`src/rtl/rau_pkg.sv`:
```
// shared widths and types for the rational arithmetic unit
// used by rau_div and rational_arithmetic_unit
package rau_pkg;

    localparam int OW   = 16;               // operand width
    localparam int DW   = 2 * OW + 2;       // internal datapath width
    localparam int OUTW = 33;               // result field width
    localparam int CW   = $clog2(DW + 1);   // divider step counter width

    typedef enum logic [1:0] {
        FN_ADD = 2'd0,
        FN_SUB = 2'd1,
        FN_MUL = 2'd2,
        FN_DIV = 2'd3
    } t_func;

    typedef struct packed {
        logic                 start;
        logic signed [DW-1:0] dividend;
        logic signed [DW-1:0] divisor;
    } t_div_req;

    typedef struct packed {
        logic                 done;
        logic signed [DW-1:0] quot;
        logic signed [DW-1:0] rem;
    } t_div_rsp;

endpackage

```
`src/rtl/rau_div.sv`:
```
// bit-serial signed divider with truncating quotient and remainder
// depends on rau_pkg
module rau_div (
    input  logic              i_clk,
    input  logic              i_rst_n,
    input  rau_pkg::t_div_req i_req,
    output rau_pkg::t_div_rsp o_rsp
);
    import rau_pkg::*;

    logic          r_busy;
    logic          r_done;
    logic [CW-1:0] r_cnt;
    logic [DW-1:0] r_rem;
    logic [DW-1:0] r_quo;
    logic [DW-1:0] r_den;
    logic          r_qneg;
    logic          r_rneg;
    logic [DW:0]   trial;
    logic [DW-1:0] abs_n;
    logic [DW-1:0] abs_d;

    assign abs_n = i_req.dividend[DW-1] ? DW'(-i_req.dividend) : DW'(i_req.dividend);
    assign abs_d = i_req.divisor[DW-1]  ? DW'(-i_req.divisor)  : DW'(i_req.divisor);
    assign trial = {r_rem, r_quo[DW-1]} - {1'b0, r_den};

    always_ff @(posedge i_clk) begin
        if (!i_rst_n) begin
            r_busy <= 1'b0;
            r_done <= 1'b0;
            r_cnt  <= '0;
        end else begin
            r_done <= 1'b0;
            if (i_req.start) begin
                r_busy <= 1'b1;
                r_cnt  <= CW'(DW);
                r_rem  <= '0;
                r_quo  <= abs_n;
                r_den  <= abs_d;
                r_qneg <= i_req.dividend[DW-1] ^ i_req.divisor[DW-1];
                r_rneg <= i_req.dividend[DW-1];
            end else if (r_busy) begin
                if (!trial[DW]) begin
                    r_rem <= trial[DW-1:0];
                    r_quo <= {r_quo[DW-2:0], 1'b1};
                end else begin
                    r_rem <= {r_rem[DW-2:0], r_quo[DW-1]};
                    r_quo <= {r_quo[DW-2:0], 1'b0};
                end
                r_cnt <= r_cnt - 1'b1;
                if (r_cnt == CW'(1)) begin
                    r_busy <= 1'b0;
                    r_done <= 1'b1;
                end
            end
        end
    end

    assign o_rsp.done = r_done;
    assign o_rsp.quot = r_qneg ? -$signed(r_quo) : $signed(r_quo);
    assign o_rsp.rem  = r_rneg ? -$signed(r_rem) : $signed(r_rem);

endmodule

```
`src/rtl/rational_arithmetic_unit.sv`:
```
// top level: sequencer, shared multiplier, shared divider and operand registers
// depends on rau_pkg and rau_div
//
// One item is taken when start is high and busy is low; busy then stays high
// until the result shows on o_num_out/o_den_out with o_valid high for a single
// cycle, which the receiver must take as it comes. Every division goes through
// one bit-serial divider of 34 steps. An item runs one division for each Euclid
// remainder step of the common-denominator search (add and subtract only) and
// of the final reduction, plus three divisions for the common denominator and
// two for the reduction; the reduction is skipped when either part is zero.
module rational_arithmetic_unit (
    input  logic                   i_clk,
    input  logic                   i_rst_n,
    input  logic                   start,
    output logic                   busy,
    input  logic [1:0]             i_func,
    input  logic signed [15:0]     i_num_a,
    input  logic signed [15:0]     i_den_a,
    input  logic signed [15:0]     i_num_b,
    input  logic signed [15:0]     i_den_b,
    output logic                   o_valid,
    output logic signed [32:0]     o_num_out,
    output logic signed [32:0]     o_den_out
);
    import rau_pkg::*;

    typedef enum logic [4:0] {
        S_IDLE, S_PREP, S_M1, S_M2, S_DD,
        S_GSETUP, S_GISSUE, S_GWAIT,
        S_LISSUE, S_LWAIT, S_QAISSUE, S_QAWAIT, S_MA,
        S_QBISSUE, S_QBWAIT, S_MB, S_COMB,
        S_RCHECK, S_RNISSUE, S_RNWAIT, S_RDISSUE, S_RDWAIT, S_DONE
    } t_state;

    t_state               r_state;
    t_func                r_func;
    logic                 r_gret;     // 0: common denominator, 1: reduction
    logic signed [DW-1:0] r_na, r_da, r_nb, r_db;
    logic signed [DW-1:0] r_ga, r_gb, r_g;
    logic signed [DW-1:0] r_p, r_l, r_q, r_ta, r_tb;
    logic signed [DW-1:0] r_rn, r_rd;

    logic signed [OW:0]   mul_x, mul_y;
    logic signed [DW-1:0] prod;
    t_div_req             div_req;
    t_div_rsp             div_rsp;

    // shared multiplier operand select
    always_comb begin
        mul_x = r_na[OW:0];
        mul_y = r_nb[OW:0];
        unique case (r_state)
            S_M1: begin
                mul_x = r_na[OW:0];
                mul_y = (r_func == FN_MUL) ? r_nb[OW:0] : r_db[OW:0];
            end
            S_M2: begin
                mul_x = r_da[OW:0];
                mul_y = (r_func == FN_MUL) ? r_db[OW:0] : r_nb[OW:0];
            end
            S_DD: begin
                mul_x = r_da[OW:0];
                mul_y = r_db[OW:0];
            end
            S_MA: begin
                mul_x = r_q[OW:0];
                mul_y = r_na[OW:0];
            end
            S_MB: begin
                mul_x = r_q[OW:0];
                mul_y = r_nb[OW:0];
            end
            default: begin
                mul_x = r_na[OW:0];
                mul_y = r_nb[OW:0];
            end
        endcase
    end

    // full-width signed product of the two 17-bit operands
    assign prod = DW'(mul_x) * DW'(mul_y);

    // shared divider operand select
    always_comb begin
        div_req.start    = 1'b0;
        div_req.dividend = r_ga;
        div_req.divisor  = r_gb;
        unique case (r_state)
            S_GISSUE: begin
                div_req.start = 1'b1;
            end
            S_LISSUE: begin
                div_req.start    = 1'b1;
                div_req.dividend = r_p;
                div_req.divisor  = r_g;
            end
            S_QAISSUE: begin
                div_req.start    = 1'b1;
                div_req.dividend = r_l;
                div_req.divisor  = r_da;
            end
            S_QBISSUE: begin
                div_req.start    = 1'b1;
                div_req.dividend = r_l;
                div_req.divisor  = r_db;
            end
            S_RNISSUE: begin
                div_req.start    = 1'b1;
                div_req.dividend = r_rn;
                div_req.divisor  = r_g;
            end
            S_RDISSUE: begin
                div_req.start    = 1'b1;
                div_req.dividend = r_rd;
                div_req.divisor  = r_g;
            end
            default: begin
                div_req.start = 1'b0;
            end
        endcase
    end

    rau_div u_div (
        .i_clk   (i_clk),
        .i_rst_n (i_rst_n),
        .i_req   (div_req),
        .o_rsp   (div_rsp)
    );

    always_ff @(posedge i_clk) begin
        if (!i_rst_n) begin
            r_state <= S_IDLE;
            busy    <= 1'b0;
            o_valid <= 1'b0;
        end else begin
            o_valid <= 1'b0;
            unique case (r_state)
                S_IDLE: begin
                    if (start) begin
                        busy    <= 1'b1;
                        r_func  <= t_func'(i_func);
                        r_na    <= DW'(i_num_a);
                        r_da    <= DW'(i_den_a);
                        r_nb    <= DW'(i_num_b);
                        r_db    <= DW'(i_den_b);
                        r_state <= S_PREP;
                    end
                end
                S_PREP: begin
                    if (r_func == FN_MUL || r_func == FN_DIV) begin
                        r_state <= S_M1;
                    end else if (r_da == '0 || r_db == '0) begin
                        r_rn    <= '0;
                        r_rd    <= '0;
                        r_state <= S_RCHECK;
                    end else begin
                        r_state <= S_DD;
                    end
                end
                S_M1: begin
                    r_rn    <= prod;
                    r_state <= S_M2;
                end
                S_M2: begin
                    r_rd    <= prod;
                    r_state <= S_RCHECK;
                end
                S_DD: begin
                    r_p     <= prod;
                    r_ga    <= r_da;
                    r_gb    <= r_db;
                    r_gret  <= 1'b0;
                    r_state <= S_GSETUP;
                end
                S_GSETUP: begin
                    if (r_gb > r_ga) begin
                        r_ga <= r_gb;
                        r_gb <= r_ga;
                    end
                    r_state <= S_GISSUE;
                end
                S_GISSUE: r_state <= S_GWAIT;
                S_GWAIT: begin
                    if (div_rsp.done) begin
                        if (div_rsp.rem == '0) begin
                            r_g     <= r_gb;
                            r_state <= r_gret ? S_RNISSUE : S_LISSUE;
                        end else begin
                            r_ga    <= r_gb;
                            r_gb    <= div_rsp.rem;
                            r_state <= S_GISSUE;
                        end
                    end
                end
                S_LISSUE: r_state <= S_LWAIT;
                S_LWAIT: begin
                    if (div_rsp.done) begin
                        r_l     <= div_rsp.quot;
                        r_state <= S_QAISSUE;
                    end
                end
                S_QAISSUE: r_state <= S_QAWAIT;
                S_QAWAIT: begin
                    if (div_rsp.done) begin
                        r_q     <= div_rsp.quot;
                        r_state <= S_MA;
                    end
                end
                S_MA: begin
                    r_ta    <= prod;
                    r_state <= S_QBISSUE;
                end
                S_QBISSUE: r_state <= S_QBWAIT;
                S_QBWAIT: begin
                    if (div_rsp.done) begin
                        r_q     <= div_rsp.quot;
                        r_state <= S_MB;
                    end
                end
                S_MB: begin
                    r_tb    <= prod;
                    r_state <= S_COMB;
                end
                S_COMB: begin
                    // subtract flips a negative common denominator
                    if (r_func == FN_SUB && r_l[DW-1]) begin
                        r_rn <= r_tb - r_ta;
                        r_rd <= -r_l;
                    end else begin
                        r_rn <= (r_func == FN_SUB) ? r_ta - r_tb : r_ta + r_tb;
                        r_rd <= r_l;
                    end
                    r_state <= S_RCHECK;
                end
                S_RCHECK: begin
                    if (r_rn == '0 || r_rd == '0) begin
                        r_rn    <= '0;
                        r_state <= S_DONE;
                    end else begin
                        r_ga    <= r_rd;
                        r_gb    <= r_rn;
                        r_gret  <= 1'b1;
                        r_state <= S_GSETUP;
                    end
                end
                S_RNISSUE: r_state <= S_RNWAIT;
                S_RNWAIT: begin
                    if (div_rsp.done) begin
                        r_rn    <= div_rsp.quot;
                        r_state <= S_RDISSUE;
                    end
                end
                S_RDISSUE: r_state <= S_RDWAIT;
                S_RDWAIT: begin
                    if (div_rsp.done) begin
                        r_rd    <= div_rsp.quot;
                        r_state <= S_DONE;
                    end
                end
                S_DONE: begin
                    o_valid   <= 1'b1;
                    o_num_out <= r_rn[OUTW-1:0];
                    o_den_out <= r_rd[OUTW-1:0];
                    busy      <= 1'b0;
                    r_state   <= S_IDLE;
                end
                default: r_state <= S_IDLE;
            endcase
        end
    end

endmodule

```
`config.mk`:
```
export PLATFORM = sky130hd
export DESIGN_NAME = rational_arithmetic_unit
export DESIGN_NICKNAME = d
export VERILOG_FILES = /design/src/rtl/rau_pkg.sv /design/src/rtl/rau_div.sv /design/src/rtl/rational_arithmetic_unit.sv
export SDC_FILE = /design/constraint.sdc
export NUM_CORES = 2
export LEC_CHECK = 0
export ABC_AREA = 1
export ABC_CLOCK_PERIOD_IN_PS = 7750
export BUFFER_PORTS_ARGS = -buffer_cell sky130_fd_sc_hd__buf_2
export CAP_MARGIN = 20
export CORE_MARGIN = 8
export CORE_UTILIZATION = 60
export CTS_BUF_LIST = sky130_fd_sc_hd__clkbuf_8
export CTS_CLUSTER_SIZE = 14
export DETAILED_ROUTE_END_ITERATION = 8
export PLACE_DENSITY = 0.82
export RECOVER_POWER = 50
export SYNTH_ARGS = -nofsm -noshare
export SYNTH_HDL_FRONTEND = slang
export SYNTH_SLANG_ARGS = --single-unit
```
`constraint.sdc`:
```
create_clock -name i_clk -period 7.75 [get_ports i_clk]
set_input_delay 0.3875 -clock i_clk [delete_from_list [all_inputs] [get_ports i_clk]]
set_output_delay 0.3875 -clock i_clk [all_outputs]
set_load 0.005 [all_outputs]
```
==> impl_metrics.tcl <==
set metrics [dict create \
    die_y_um 298 \
    ys_seq_elements 575 \
    io_buffers 136 \
    rows 103 \
    drive_gt1_share_pct 9.45 \
    syn_inst 5723 \
    synth_nets 6319 \
    async_flop_share_pct 0 \
    cp-end-kind "flop" \
    max_cap_violations 7 \
    grt_start_max_net_pins 76 \
    drt_iter0_drc 5826 \
    cts_inserted_buffers 99 \
    mostFrequentLayoutCells "nand2_1 (1266), inv_1 (878), nor2_1 (593), edfxtp_1 (560), a21oi_1 (339)" \
    grt_pass1_wl_um 262000 \
    cts_tree "yes" \
    fin_area_mm2 0.0535 \
    timing.rr.start "r_state[3]" \
    drt-total-wl_um 178000 \
    cts_sinks 575 \
    antenna_found_initial 12 \
    startpoint "r_state[3]" \
    synth_top_cell_by_area "edfxtp_1" \
    synth_edf_count 560 \
    violations "max-capacitance violations, max-slew violations" \
    startpoint_type "flop" \
    syn_to_final_growth_pct 12.4 \
    grt_overflow_total 0 \
    root_buffer "clkbuf_8" \
    slew_headroom_pct -177 \
    clk_pin_slew_ns 0.06 \
    grt_pass1_vias 42700 \
    path_max_fanout 10 \
    worst_path_largest_cell_delay_ns 0.56 \
    via_per_inst 6.11 \
    slew_viol_final 309 \
    r2r_setup_slack_ns 0.14 \
    fin_crit_ns 7.61 \
    clk_latency_ns 0.78 \
    worst_slew_pin_slew_ns 4.15 \
    dr.pass1.iters 7 \
    hpwl_um 138000 \
    crit_slowest_cell "fa_1" \
    critical_path.top_delay_family "adder cells" \
    ys_top_cells_by_area "edfxtp_1 (35%), fa_1 (13%), nand2_1 (10%)" \
    clock_path_buffers 3 \
    drtAntennaViolNets 0 \
    core-area_mm2 0.0787 \
    fin_nets 6675 \
    cp_data_required_time_ns 8.24 \
    drc_errors 0 \
    worst-setup-path-type "reg2reg" \
    hold_ws_ns 0.152 \
    drt-wirelength-per-cell_um 24.7 \
    yosysWarnings 0 \
    worst_hold_path_type "in2reg" \
    period_share_pct 98.2 \
    syn_avg_cell_area_um2 8.32 \
    clock_skew_ns 0.0468 \
    syn-cell-area_mm2 0.0476 \
    critPathCapture "r_rd[30]" \
    crit_buf_inv 10 \
    worstHoldPathCells 3 \
    grt_usage_pct 38.9 \
    layout_commonest_cell "nand2_1" \
    rr_worst_depth 34 \
    synth_cell_types 72 \
    start_util_pct 60.5 \
    hold_violations 0 \
    gp_congestion 1.07 \
    vias 44100 \
    setup_viol 0 \
    chipWidth_um 298 \
    outcome "finished with violations" \
    post-route-util_pct 68.0 \
    cp.depth 34 \
    cts-htree-levels 3 \
    synth_top_area_share_pct 35.3 \
    arrival_ns 8.10 \
    cp_common_cell "fa_1" \
    pin_count 137 \
    synth-seq-area-share_pct 35.9 \
    timing.rr.end "r_rd[30]" \
    max_freq_ghz 0.131 \
    die_area_mm2 0.0886 \
    placed_area_mm2 0.0504 \
    synthFlopType "edfxtp_1" \
]
metal layers:
layer  global-route usage [%]  wire length (um)
met1                     49.5             64200
met2                     59.8             78100
met3                     11.5             23900
met4                     21.0             11900
met5                        0                65
state kept, by name, indices dropped and copies added, names as in the netlist, 17 cells and up:
signal / cells
r_ga: 34
r_q: 17
r_l: 34
u_div.r_rem: 34
r_gb: 34
o_den_out: 33
u_div.r_den: 34
r_tb: 34
u_div.r_quo: 34
r_rd: 34
r_p: 34
o_num_out: 33
r_rn: 34
r_g: 34
r_ta: 34
through the flow:
step | setup TNS [ns] | instances | worst slack (ns)
2_1_floorplan | 0 | 5723 | 0.469
3_3_place_gp | -0.711 | 6935 | -0.0693
3_5_place_dp | -1.59 | 6935 | -0.212
4_1_cts | 0 | 7184 | 0.00279
5_1_grt | -0.681 | 7210 | -0.147
6_report | 0 | 7215 | 0.139
kinds of logic after synthesis:
logic type	count (synthesis)	share of synthesized area [%]
and+or+nand+nor	2393	21.0
buffers and inverters	1050	8.60
AOI/OAI and AO/OA	983	12.3
DFF	575	35.9
adders and majority gates	527	18.6
xor gates and xnor gates	195	3.59
worst min-delay path, cell delays in order:
cell and delay [ns]:
buf_2 0.15, nand2_1 0.08, nor2_1 0.10
worst min path at each step:
stage,from,to,slack [ns]
final,start,r_func[1],0.15
after detailed placement,r_rn[0],o_num_out[0],0.45
after global routing,start,r_na[15],0.16
after CTS,start,r_func[1],0.1
after floorplan,r_rd[32],o_den_out[32],0.43
after global placement,r_rn[1],o_num_out[1],0.46
final cells by class:
cell class	count	area, um2
inverter	897	3410
clock buffer	99	1360
multi-input combinational	4098	26800
clock inverter	82	717
sequential	575	17100
timing repair inverter	2	12.5
fill	6637	25200
antenna	6	15.0
timing repair buffer	406	2810
tap	1050	1310
what timing repair did:
action / CTS / global route
hold buffers: 67 / 0
gates cloned: 0 / 3
resized for setup: 10 / 74
endpoints found under the hold margin: 67 / 0
endpoints found under the setup margin: 35 / 63
pin swaps: 1 / 9
setup buffers: 1 / 19
cells in the mapped netlist, drive strengths merged (12+ instances only):
cell     instances
o21a            20
inv            887
nand3          238
fa             300
edfxtp         560
nor4            44
o221ai          22
xnor2           90
nor3            82
o31ai           14
nor2           638
a31oi           24
a21o            15
nand4           59
nand2         1285
clkbuf          95
buf             58
or2             12
dfxtp           15
o211ai          58
nand3b          21
a21oi          360
ha             227
xor2           105
o21ai          358
o22ai           19
o2111ai         30
Power is not shown: default switching activity piles up to over one toggle a cycle in this logic, so the estimate is an artifact.
